[config.mk]
export PLATFORM = sky130hd
export DESIGN_NAME = hslp_hash
export DESIGN_NICKNAME = d
export VERILOG_FILES = /design/src/sv/hslp_pkg.sv /design/src/sv/hslp_hash.sv
export SDC_FILE = /design/constraint.sdc
export NUM_CORES = 1
export LEC_CHECK = 0
export BUFFER_PORTS_ARGS = -buffer_cell sky130_fd_sc_hd__buf_2
export CAP_MARGIN = 20
export CORE_ASPECT_RATIO = 1.2
export CORE_MARGIN = 5
export CORE_UTILIZATION = 41
export DETAILED_ROUTE_END_ITERATION = 8
export PLACE_DENSITY = 0.73
export SYNTH_ARGS = -nofsm -noshare
export SYNTH_HDL_FRONTEND = slang
export SYNTH_SLANG_ARGS = --single-unit
[constraint.sdc]
create_clock -name clk_i -period 3.3 [get_ports clk_i]
set_input_delay 0.165 -clock clk_i [delete_from_list [all_inputs] [get_ports clk_i]]
set_output_delay 0.165 -clock clk_i [all_outputs]
set_load 0.02 [all_outputs]
[src/sv/hslp_pkg.sv]
// shared types and constants for the linear-probe hash set
`timescale 1ns / 1ps
`default_nettype none

package hslp_pkg;

  // default table geometry
  localparam int unsigned TABLE_DEPTH_DEF = 1024;
  localparam int unsigned KEY_LEN_DEF     = 8;

  // fixed field widths
  localparam int unsigned KEY_PORT_W = 64;
  localparam int unsigned HANDLE_W   = 16;
  localparam int unsigned HASH_W     = 64;

  // djb2 constants
  localparam logic [HASH_W-1:0] DJB_START = 64'd5381;
  localparam int unsigned       DJB_SHIFT = 5;

  // hash sequencer: one step per key byte, then one 16-bit digit per remainder step
  localparam int unsigned DIG_W      = 16;
  localparam int unsigned RED_DIGITS = HASH_W / DIG_W;
  localparam int unsigned CNT_W      = $clog2(HASH_W / 8);

  // command and status codes
  localparam logic CMD_LOOKUP  = 1'b0;
  localparam logic CMD_INSERT  = 1'b1;
  localparam logic STAT_DONE   = 1'b0;
  localparam logic STAT_FULL   = 1'b1;

  typedef enum logic [1:0] {
    ST_CLEAR,
    ST_IDLE,
    ST_HASH,
    ST_PROBE
  } state_e;

endpackage

`default_nettype wire

[src/sv/hslp_hash.sv]
// djb2 hash over the key bytes, one byte per cycle, then reduction to a home slot
`timescale 1ns / 1ps
`default_nettype none

module hslp_hash import hslp_pkg::*; #(
  parameter int unsigned TABLE_DEPTH = TABLE_DEPTH_DEF,
  parameter int unsigned KEY_LEN     = KEY_LEN_DEF,
  localparam int unsigned IDX_W      = $clog2(TABLE_DEPTH),
  localparam int unsigned KEY_W      = 8 * KEY_LEN
) (
  input  wire logic             clk_i,
  input  wire logic             rst_ni,
  input  wire logic             start_i,
  input  wire logic [KEY_W-1:0] key_i,
  output logic                  done_o,
  output logic [IDX_W-1:0]      home_o
);

  localparam bit          IS_POW2 = (TABLE_DEPTH & (TABLE_DEPTH - 1)) == 0;
  localparam int unsigned MUL_W   = 2 * DIG_W;
  localparam int unsigned PROD_W  = 2 * MUL_W;
  localparam logic [CNT_W-1:0] LAST_BYTE = CNT_W'(KEY_LEN - 1);
  localparam logic [CNT_W-1:0] LAST_DIG  = CNT_W'(RED_DIGITS - 1);
  localparam logic [MUL_W-1:0] DEPTH_M   = MUL_W'(TABLE_DEPTH);
  // floor(2^32 / depth), the quotient estimate is then low by at most one
  localparam logic [MUL_W-1:0] RECIP     = MUL_W'((64'd1 << MUL_W) / TABLE_DEPTH);

  logic              run_q, run_d;
  logic              reduce_q, reduce_d;
  logic              phase_q, phase_d;
  logic              done_q, done_d;
  logic [CNT_W-1:0]  cnt_q, cnt_d;
  logic [HASH_W-1:0] h_q, h_d;
  logic [KEY_W-1:0]  key_q, key_d;
  logic [DIG_W-1:0]  rem_q, rem_d;
  logic [MUL_W-1:0]  quo_q, quo_d;
  logic [IDX_W-1:0]  home_q, home_d;

  logic [7:0]        byte_v;
  logic [HASH_W-1:0] byte_sx;
  logic [HASH_W-1:0] mix;
  logic [MUL_W-1:0]  digit_x;
  logic [MUL_W-1:0]  mul_a;
  logic [MUL_W-1:0]  mul_b;
  logic [PROD_W-1:0] prod;
  logic [MUL_W-1:0]  diff;
  logic [MUL_W-1:0]  rem_fix;

  // the shared datapath: h*33 + byte, and one multiplier for the digit remainder
  always_comb begin
    byte_v  = key_q[7:0];
    byte_sx = {{(HASH_W - 8){byte_v[7]}}, byte_v};
    mix     = (h_q << DJB_SHIFT) + h_q + byte_sx;
    // running remainder times 2^16 plus the next digit, msb digit first
    digit_x = {rem_q, h_q[HASH_W-1 -: DIG_W]};
    mul_a   = phase_q ? quo_q : digit_x;
    mul_b   = phase_q ? DEPTH_M : RECIP;
    prod    = PROD_W'(mul_a) * PROD_W'(mul_b);
    diff    = digit_x - prod[MUL_W-1:0];
    rem_fix = (diff >= DEPTH_M) ? diff - DEPTH_M : diff;
  end

  always_comb begin
    run_d    = run_q;
    reduce_d = reduce_q;
    phase_d  = phase_q;
    done_d   = 1'b0;
    cnt_d    = cnt_q;
    h_d      = h_q;
    key_d    = key_q;
    rem_d    = rem_q;
    quo_d    = quo_q;
    home_d   = home_q;
    if (start_i) begin
      run_d    = 1'b1;
      reduce_d = 1'b0;
      phase_d  = 1'b0;
      cnt_d    = '0;
      h_d      = DJB_START;
      key_d    = key_i;
    end else if (run_q && !reduce_q) begin
      h_d   = mix;
      key_d = key_q >> 8;
      cnt_d = cnt_q + CNT_W'(1);
      if (cnt_q == LAST_BYTE) begin
        cnt_d = '0;
        if (IS_POW2) begin
          run_d  = 1'b0;
          done_d = 1'b1;
          home_d = mix[IDX_W-1:0];
        end else begin
          reduce_d = 1'b1;
          phase_d  = 1'b0;
          rem_d    = '0;
        end
      end
    end else if (run_q) begin
      if (!phase_q) begin
        // quotient estimate from the reciprocal
        quo_d   = prod[PROD_W-1:MUL_W];
        phase_d = 1'b1;
      end else begin
        // back-multiply, subtract and one correction
        phase_d = 1'b0;
        rem_d   = rem_fix[DIG_W-1:0];
        h_d     = h_q << DIG_W;
        cnt_d   = cnt_q + CNT_W'(1);
        if (cnt_q == LAST_DIG) begin
          run_d    = 1'b0;
          reduce_d = 1'b0;
          done_d   = 1'b1;
          home_d   = rem_fix[IDX_W-1:0];
        end
      end
    end
  end

  always_ff @(posedge clk_i or negedge rst_ni) begin
    if (!rst_ni) begin
      run_q    <= 1'b0;
      reduce_q <= 1'b0;
      phase_q  <= 1'b0;
      done_q   <= 1'b0;
      cnt_q    <= '0;
    end else begin
      run_q    <= run_d;
      reduce_q <= reduce_d;
      phase_q  <= phase_d;
      done_q   <= done_d;
      cnt_q    <= cnt_d;
    end
  end

  always_ff @(posedge clk_i) begin
    h_q    <= h_d;
    key_q  <= key_d;
    rem_q  <= rem_d;
    quo_q  <= quo_d;
    home_q <= home_d;
  end

  assign done_o = done_q;
  assign home_o = home_q;

endmodule

`default_nettype wire

==> results.toml, run 1 <==
[synth]
syn_avg_cell_area_sq_um = 14.4
synth-edff-count = 74
synth_area_sq_um = 4170
yosysUniqueCellTypes = 37
synth_cells = 290
async_flop_share_pct = 5.62
synth_area_leaders = "edfxtp_1 (53%), mux2_2 (15%), dfxtp_1 (4.8%)"
yosysMostFrequentCell = "edfxtp_1"
ys_warn_count = 0
synth_top_cell_by_area = "edfxtp_1"
ys.flop_type = "edfxtp_1"
synth-seq-cells = 89
synth_common_cells = "edfxtp_1 (74), mux2_2 (57), nor2_1 (16)"
syn-num-nets = 377
yosysSeqAreaShare_pct = 61.1
synth_top_area_share_pct = 53.3

[die]
pin_count = 78
die_h_um = 120
coreArea_sq_um = 9960
dieArea_sq_um = 12300
die_w_um = 102
start_util_pct = 41.9
rows = 40

[final_layout]
nNetsFinal = 455
areaGrowthSynthToFinish_pct = 19.0
fin_util_pct = 49.8
diodes = 0
drive_gt1_share_pct = 41.0

[status]
status = "finished clean"

[cts]
cts.sinks = 89
cts-resized-gates = 0
path_clk_slew_ps = 60
numCtsBuffers = 9
cts_tree = "done"
max-clock-path-buffers = 2
root_buffer = "clkbuf_16"
htreeDepth = 3
clk-insertion-delay-late_ps = 330

[worst_setup_path]
start_kind = "flip-flop"
crit_arrival_ps = 2720
crit_type = "reg2reg"
critPathSlowestCell = "fa_1"
slowest_delay_ps = 530
cpMostUsedCell = "inv_1"
endpoint_kind = "flip-flop"
r2r_end = "h_q[9]$_SDFFE_PP0P_"
r2r_slack_ps = 790
crit_chain = "inv_1, fa_1, inv_1, ha_1, o21a_1, o31a_1, o21ai_2, mux2i_1, mux2_2"
timing.rr.start = "h_q[0]$_SDFFE_PP1P_"
reg2regPathDepth = 9
worst-path-max-fanout = 5
worstPathRequired_ps = 3520

[global_routing]
grt_pass1_vias = 2524
grt_max_degree = 47
grt_pass1_wl_mm = 11.9
grt_antenna_before_repair = 0
grt_usage_pct = 12.6
grt_overflow = 0

[min_path]
min_path_cells = 2
whs_endpoint = "key_q[56]$_SDFFCE_PN0N_"
min-delay-start = "key_i[56]"
min_path_type = "in2reg"

[timing]
slew_viol_final = 0
timing.fmax_mhz = 399
hold_viol = 0
setup_ws_ps = 794
fin_crit_ps = 2510
rsz0062_at_grt = "false"
timing.final.crit_share_pct = 76.0
finalSetupViolations = 0
holdWs_ps = 113
worstMarginPinSlew_ps = 672
skew_ps = 6.37
setup_tns_ps = 0
timing.slew.headroom_pct = 55.2

[power]
p_leak_nw = 2.12
ir_drop_mv = 0.345
p_per_area_nw_per_um2 = 721

[route]
via_per_inst = 5.01
drc = 0
drt_pass1_iterations = 4
drt_iter0_markers = 77
wl_mm = 7.29
vias = 2502
wire_per_inst_um = 14.6
drtAntennaViolNets = 0

[job]
max_cap_viol_count = 0

[placed_design]
hpwl_mm = 5.23
place_ws_ps = 789
portBuffers = 77
gp_congestion = 0.879
stage by stage:
stage | area (sq um) | power (W) | instances
detailed placement | 4700 | 0.00271 | 482
CTS | 4960 | 0.00361 | 499
floorplan | 4170 | 0.00246 | 290
global placement | 4700 | 0.00265 | 482
global route | 4960 | 0.00386 | 499
finish | 4960 | 0.00358 | 499
worst max-delay path: cells and delay by family, from the launching register on:
kind	cells	cell delay, ps
AO/OA/AOI/OAI	3	470
adder cells (fa/ha/maj)	2	870
buffers and inverters	2	110
flip-flops	1	330
multiplexers	2	620
final cells by class:
cell class	count	area, sq um
inverters	13	48.8
multi-input cells	174	1520
clock buffers	11	233
repair buffers	81	433
clock inverters	5	22.5
well taps	126	158
fillers	886	5000
flip-flops and latches	89	2550
worst max path at each step:
stage,startpoint,endpoint
final,h_q[0]$_SDFFE_PP1P_,h_q[9]$_SDFFE_PP0P_
after global routing,h_q[0]$_SDFFE_PP1P_,h_q[9]$_SDFFE_PP0P_
after CTS,h_q[0]$_SDFFE_PP1P_,h_q[9]$_SDFFE_PP0P_
after detailed placement,h_q[0]$_SDFFE_PP1P_,h_q[9]$_SDFFE_PP0P_
after global placement,h_q[0]$_SDFFE_PP1P_,h_q[9]$_SDFFE_PP0P_
after floorplan,key_q[7]$_DFFE_PN_,h_q[9]$_SDFFE_PP0P_
cells in the final DEF (no fill, tap or decap), drive strengths merged, types with 4 or more instances in the layout:
master,netlist,routed
buf,7,80
edfxtp,74,74
mux2,57,57
nor2,16,16
ha,15,15
inv,13,13
nand2,12,12
clkbuf,7,11
a21oi,10,10
and2,10,10
dfxtp,10,10
mux2i,6,6
nor3,5,5
fa,5,5
dfrtp,5,5
o21ai,5,5
clkinv,0,5
o21a,4,4
state kept, by name, summed over array words and instances (netlist names):
name and flops:
run_q 1, cnt_q 3, done_o 1, home_o 10
h_q 10, key_q 64
routing by layer:
layer  vias up  wire length (um)  global-route usage (%)  part of all wire [%]
met5         -                 0                       0                     0
met3        17               621                    5.31                   8.5
met4         0               207                    5.50                   2.8
met1      1193              2970                    15.0                    41
li1       1220                 -                       -                     -
met2        72              3490                    19.8                    48
logic make-up (layout without fill, tap and decap cells):
| family | count (synthesis) | after routing | synth area share (%) |
|---|---|---|---|
| multiplexers | 63 | 63 | 16.8 |
| flip-flops | 89 | 89 | 61.1 |
| adder cells (fa/ha/maj) | 20 | 20 | 6.90 |
| AO/OA/AOI/OAI | 31 | 31 | 4.98 |
| AND/OR/NAND/NOR | 55 | 55 | 6.66 |
| buffers and inverters | 27 | 110 | 2.46 |
| XOR/XNOR | 5 | 5 | 1.05 |
power by group:
group	switching (W)	internal (W)	total [W]
registers	0.0000693	0.00141	0.00148
clock network	0.000394	0.000501	0.000896
logic	0.000618	0.000584	0.00120
what timing repair did:
item                      in CTS  in global routing
hold endpoints to repair       5                  0
hold buffers                   1                  0
setup buffers                  0                  0
Note: power is estimated with default switching activity, not from simulation.
==> run 2, diff against run 1 <==
- ABC_AREA: default -> 1
- PLACE_DENSITY: 0.73 -> 0.75
- clock period: 3.3 -> 2.02 ns (I/O delays scaled with it)
==> run 2 against run 1 <==
The flow now finishes with violations (negative setup slack). Register-to-register slack worse by 850 ps. Combinational power is 87% higher. Setup slack worse by 850 ps. Area after synthesis is 3.7% higher. Via count is 27% higher. Design area is 6.4% higher. Cell count is 34% higher. Critical endpoint is now home_o[6]$_DFFE_PP_.
==> results.toml, run 2 <==
[cts]
numCtsBuffers = 9
cts.sinks = 89
path_clk_slew_ps = 60
htreeDepth = 3
clk-insertion-delay-late_ps = 340
root_buffer = "clkbuf_16"
cts_tree = "done"
max-clock-path-buffers = 2

[min_path]
min_path_cells = 2
whs_endpoint = "done_o$_DFF_PN0_"
min-delay-start = "start_i"
min_path_type = "in2reg"

[timing]
finalSetupViolations = 4
setup_tns_ps = -108
slew_viol_final = 0
worstMarginPinSlew_ps = 905
setup_ws_ps = -52.8
hold_viol = 0
rsz0062_at_grt = "true"
timing.fmax_mhz = 482
fin_crit_ps = 2070
timing.final.crit_share_pct = 103
timing.slew.headroom_pct = 39.4
skew_ps = 7.13

[worst_setup_path]
endpoint_kind = "flip-flop"
startpoint = "key_q[5]$_DFFE_PN_"
worst-path-max-fanout = 4
worstPathRequired_ps = 2110
crit_type = "reg2reg"
crit_chain = "inv_2, fa_1, inv_2, ha_4, nand2_2, inv_2, nand4_1, nand3_1, nand2_1, nand2_1, nor2_1"
slowest_delay_ps = 540
timing.rr.start = "key_q[5]$_DFFE_PN_"
critPathSlowestCell = "fa_1"
cpLargestDelayFamily = "adder cells"
cpMostUsedCell = "inv_2"
r2r_end = "home_o[6]$_DFFE_PP_"
crit_arrival_ps = 2170
reg2regPathDepth = 11
r2r_slack_ps = -50
cp.buffers_inverters = 3
start_kind = "flip-flop"

[final_layout]
max_flop_register = "key_q"
diodes = 0
largest_reg_flops = 64
drive_gt1_share_pct = 27.8
nNetsFinal = 622
layout_commonest_cell = "nand2_1"
areaGrowthSynthToFinish_pct = 22.1
layout_common_cells = "nand2_1 (219), buf_2 (77), edfxtp_1 (74)"

[power]
p_leak_nw = 2.63
power_frac_seq_pct = 38.8
finalPower_w = 0.00616
clkPwrFrac_pct = 24.8
comb_power_share_pct = 36.4
p_per_area_nw_per_um2 = 1170
p_int_w = 0.00414
ir_drop_mv = 0.499
swShare_pct = 32.9
power_switching_w = 0.00203

[synth]
syn_avg_cell_area_sq_um = 9.67
syn-num-nets = 534
yosysUniqueCellTypes = 30
yosysSeqAreaShare_pct = 58.9
ys_warn_count = 0
synth_top_cell_by_area = "edfxtp_1"
synth-edff-count = 74
synth_top_area_share_pct = 51.4
synth_cells = 447
yosysMostFrequentCell = "nand2_1"
ys.flop_type = "edfxtp_1"
synth-seq-cells = 89
synth_common_cells = "nand2_1 (226), edfxtp_1 (74), inv_1 (39)"
async_flop_share_pct = 5.62
synth_area_leaders = "edfxtp_1 (51%), nand2_1 (20%), dfxtp_1 (4.6%)"
synth_area_sq_um = 4320

[job]
max_cap_viol_count = 0

[global_routing]
grt_overflow = 0
grt_pass1_wl_mm = 14.6
grt_usage_pct = 14.5
grt_max_degree = 40
grt_pass1_vias = 3236
grt_antenna_before_repair = 0

[die]
pin_count = 78
start_util_pct = 41.5
die_w_um = 104
coreArea_sq_um = 10400
rows = 41
dieArea_sq_um = 12700
die_h_um = 122

[route]
wire_per_inst_um = 13.6
drt_pass1_iterations = 4
via_per_inst = 4.76
drtAntennaViolNets = 0
vias = 3187
drc = 0
drt_iter0_markers = 129
wl_mm = 9.10

[placed_design]
portBuffers = 77
hpwl_mm = 6.39
gp_congestion = 0.841

[status]
violations = "negative setup slack"
status = "finished, violations left"
run 2: worst max-delay path by stage:
| stage | cells past startpoint | end | slack [ps] |
|---|---|---|---|
| CTS | 10 | home_o[9]$_DFFE_PP_ | -20 |
| floorplan | 3 | key_q[0]$_DFFE_PN_ | -10 |
| detailed placement | 10 | home_o[9]$_DFFE_PP_ | -100 |
| finish | 11 | home_o[6]$_DFFE_PP_ | -50 |
| global route | 11 | home_o[6]$_DFFE_PP_ | -160 |
| global placement | 10 | home_o[8]$_DFFE_PP_ | -30 |
run 2: power groups by stage:
stage / sequential (W) / clock, W / combinational [W]
2_1_floorplan: 0.00239 / 0 / 0.00135
3_3_place_gp: 0.00242 / 0 / 0.00172
3_5_place_dp: 0.00243 / 0 / 0.00175
4_1_cts: 0.00239 / 0.00156 / 0.00199
5_1_grt: 0.00241 / 0.00166 / 0.00252
6_report: 0.00239 / 0.00153 / 0.00224
run 2: kinds of logic after synthesis:
group	synth area share [%]
xor+xnor	0.203
compound gates	2.75
buf+inv	6.83
fa+ha+maj	6.66
simple gates	24.6
flops	58.9
run 2: metrics by stage:
stage | instance area (sq um) | setup WS (ps) | instances | util (%) | hold slack (ps)
after floorplan | 4330 | -10.7 | 447 | - | -195
after detailed placement | 4840 | -95.8 | 647 | 46.5 | -78.3
after global routing | 5280 | -162 | 669 | 50.7 | 5.90
after CTS | 5210 | -21.6 | 666 | 50.0 | 0.448
final | 5280 | -52.8 | 669 | 50.7 | 8.13
after global placement | 4840 | -34.2 | 647 | 46.5 | -81.9
run 2: repair_timing:
| action | CTS | global route |
|---|---|---|
| pin swaps | 2 | 16 |
| setup buffers | 2 | 3 |
| endpoints found under the hold margin | 5 | 0 |
| resized for setup | 11 | 20 |
| setup endpoints to repair | 5 | 9 |
| hold buffers | 1 | 0 |
run 2: cell type report:
type                            instances  area [sq um]
Fill cell                             951          5130
Sequential cell                        89          2550
Multi-Input combinational cell        299          1600
Timing Repair Buffer                   93           537
Clock buffer                           13           250
Inverter                               43           165
Tap cell                              129           161
Clock inverter                          3          17.5
run 2: layer usage:
metal / routed length, um / GRT usage (%) / share of wire, %
met3: 492 / 4.05 / 5.4
met5: 0 / 0 / 0
met2: 4740 / 25.9 / 52
met1: 3730 / 16.3 / 41
met4: 141 / 5.91 / 1.5
run 2: worst reg2reg max path: stages (launching register included):
cell	delay (ps)
edfxtp_1	340
inv_2	40
fa_1	540
inv_2	50
ha_4	280
nand2_2	60
inv_2	70
nand4_1	130
nand3_1	140
nand2_1	80
nand2_1	60
nor2_1	40
==> run 3, diff against run 2 <==
- CELL_PAD_IN_SITES_DETAIL_PLACEMENT: default -> 0
- CELL_PAD_IN_SITES_GLOBAL_PLACEMENT: default -> 1
- CORE_UTILIZATION: 41 -> 38
- PLACE_DENSITY: 0.75 -> 0.86
==> run 3 against run 2 <==
Via count decreased by 1.3%. Highest routed layer unchanged. Sequential share of layout area decreased by 0.10 points. Non-clock buffer count decreased by 1. Global-route usage decreased by 0.76 points. The flow still finishes with violations (negative setup slack). Design area increased by 0.17%. Flip-flop and latch count unchanged. Sequential power about the same. Critical path depth increased by 1. Total power about the same. Critical endpoint is now home_o[7]$_DFFE_PP_. Largest cell class unchanged.
==> results.toml, run 3 (synthesis results as in run 2) <==
[placed_design]
gp_congestion = 0.901
portBuffers = 77
post_dp_cell_area_sq_um = 4870
hpwl_mm = 6.39
place_ws_ps = -85.1
post-place-cells = 674

[final_layout]
post-route-cell-area_sq_um = 5290
layout_commonest_cell = "nand2_1"
largest_reg_flops = 64
areaGrowthSynthToFinish_pct = 22.3
layout_common_cells = "nand2_1 (218), buf_2 (77), edfxtp_1 (74)"
diodes = 0
drive_gt1_share_pct = 27.5
instances_no_fill = 692
nNetsFinal = 621
max_flop_register = "key_q"

[die]
start_util_pct = 39.0
die_h_um = 127
pin_count = 78
dieArea_sq_um = 13600
die_w_um = 107
coreArea_sq_um = 11100
rows = 42

[global_routing]
grt_overflow = 0
grt_antenna_before_repair = 0
grt_pass1_wl_mm = 14.8
grt_pass1_vias = 3362
grt_max_degree = 64
grt_usage_pct = 13.7

[timing]
worstMarginPinSlew_ps = 897
slew_viol_final = 0
setup_ws_ps = -3.95
rsz0062_at_grt = "true"
timing.slew.headroom_pct = 40.0
hold_viol = 0
timing.final.crit_share_pct = 100
timing.fmax_mhz = 494
finalSetupViolations = 2
fin_crit_ps = 2020
skew_ps = 4.34

[worst_setup_path]
crit_type = "reg2reg"
r2r_end = "home_o[7]$_DFFE_PP_"
r2r_slack_ps = -4
endpoint_kind = "flip-flop"
crit_arrival_ps = 2100
worstPathRequired_ps = 2100
worst-path-max-fanout = 5
start_kind = "flip-flop"
timing.rr.start = "key_q[1]$_DFFE_PN_"
reg2regPathDepth = 12

[route]
vias = 3144
drtAntennaViolNets = 0
drc = 0
wl_mm = 8.87
via_per_inst = 4.54
drt_pass1_iterations = 4
drt_iter0_markers = 164
wire_per_inst_um = 12.8

[cts]
cts_tree = "done"
cts.sinks = 89
clk-insertion-delay-late_ps = 330
root_buffer = "clkbuf_16"
numCtsBuffers = 9
path_clk_slew_ps = 60
htreeDepth = 3
max-clock-path-buffers = 2

[job]
max_cap_viol_count = 0

[power]
comb_power_share_pct = 35.4
p_per_area_nw_per_um2 = 1170
swShare_pct = 32.1
p_leak_nw = 2.63
p_int_w = 0.00419
clkPwrFrac_pct = 26.1
ir_drop_mv = 0.546
power_switching_w = 0.00198
power_frac_seq_pct = 38.5

[status]
violations = "negative setup slack"
status = "finished, violations left"

[min_path]
min-delay-start = "key_i[63]"
min_path_type = "in2reg"
whs_endpoint = "key_q[63]$_SDFFCE_PN0N_"
min_path_cells = 3
## run 3: cell count changes in the layout (fill, tap and decap cells not counted), sizes merged
cell / before / now
inv: 42 / 43
clkinvlp: 2 / 1
clkbuf: 13 / 10
clkinv: 2 / 3
bufinv: 0 / 1
buf: 92 / 91
## run 3: final cells by class
| class | instances | area, sq um |
|---|---|---|
| clock buffer | 10 | 229 |
| multi-input combinational | 299 | 1580 |
| sequential | 89 | 2550 |
| clock inverter | 5 | 56.3 |
| tap | 154 | 193 |
| inverter | 43 | 165 |
| fill | 1062 | 5800 |
| timing repair buffer | 92 | 513 |
## run 3: critical path, stage by stage, from the launching register on
cell      delay [ps]
edfxtp_1         370
ha_1             290
ha_2             170
inv_2             40
fa_2             330
inv_2             90
nand3_2           90
nand2_4          130
nand2_4           50
nand2_2           60
nand2_2           60
nand2_1           50
nor2_1            40
## run 3: how the worst max path moves through the flow
stage,from,end,cells after the start
after floorplan,run_q$_DFFE_PN0P_,key_q[0]$_DFFE_PN_,3
after global placement,h_q[0]$_SDFFE_PP1P_,home_o[8]$_DFFE_PP_,10
after detailed placement,h_q[0]$_SDFFE_PP1P_,home_o[8]$_DFFE_PP_,10
after CTS,key_q[5]$_DFFE_PN_,home_o[6]$_DFFE_PP_,11
after global routing,key_q[1]$_DFFE_PN_,home_o[7]$_DFFE_PP_,12
final,key_q[1]$_DFFE_PN_,home_o[7]$_DFFE_PP_,12
## run 3: per-stage QoR
step | total power, W | hold WS, ps | TNS (ps) | utilization (%)
6_report | 0.00616 | 21.9 | -6.22 | 47.7
4_1_cts | 0.00608 | 6.80 | -21.3 | 47.2
2_1_floorplan | 0.00374 | -195 | -685 | -
3_5_place_dp | 0.00425 | -76.5 | -260 | 44.0
3_3_place_gp | 0.00416 | -79.1 | -30.2 | 44.0
5_1_grt | 0.00660 | 23.5 | -453 | 47.7
## run 3: routing by layer
layer / GRT usage (%) / wire length [um] / vias to the layer above
li1: - / - / 1602
met1: 16.2 / 3870 / 1437
met2: 23.1 / 4310 / 83
met3: 3.56 / 425 / 22
met4: 6.69 / 264 / 0
met5: 0 / 0 / -
## run 3: power by group through the flow
| stage | Combinational, W | Sequential [W] | Clock, W |
|---|---|---|---|
| global placement | 0.00175 | 0.00241 | 0 |
| CTS | 0.00205 | 0.00238 | 0.00165 |
| global route | 0.00248 | 0.00240 | 0.00172 |
| floorplan | 0.00135 | 0.00239 | 0 |
| finish | 0.00218 | 0.00237 | 0.00161 |
| detailed placement | 0.00183 | 0.00242 | 0 |
## run 3: repair_timing
| action | CTS | global route |
|---|---|---|
| setup endpoints to repair | 5 | 9 |
| buffers inserted | 1 | 1 |
| resized for setup | 11 | 17 |
| pin swaps | 7 | 14 |
| hold buffers | 1 | 0 |
| hold endpoints to repair | 5 | 0 |
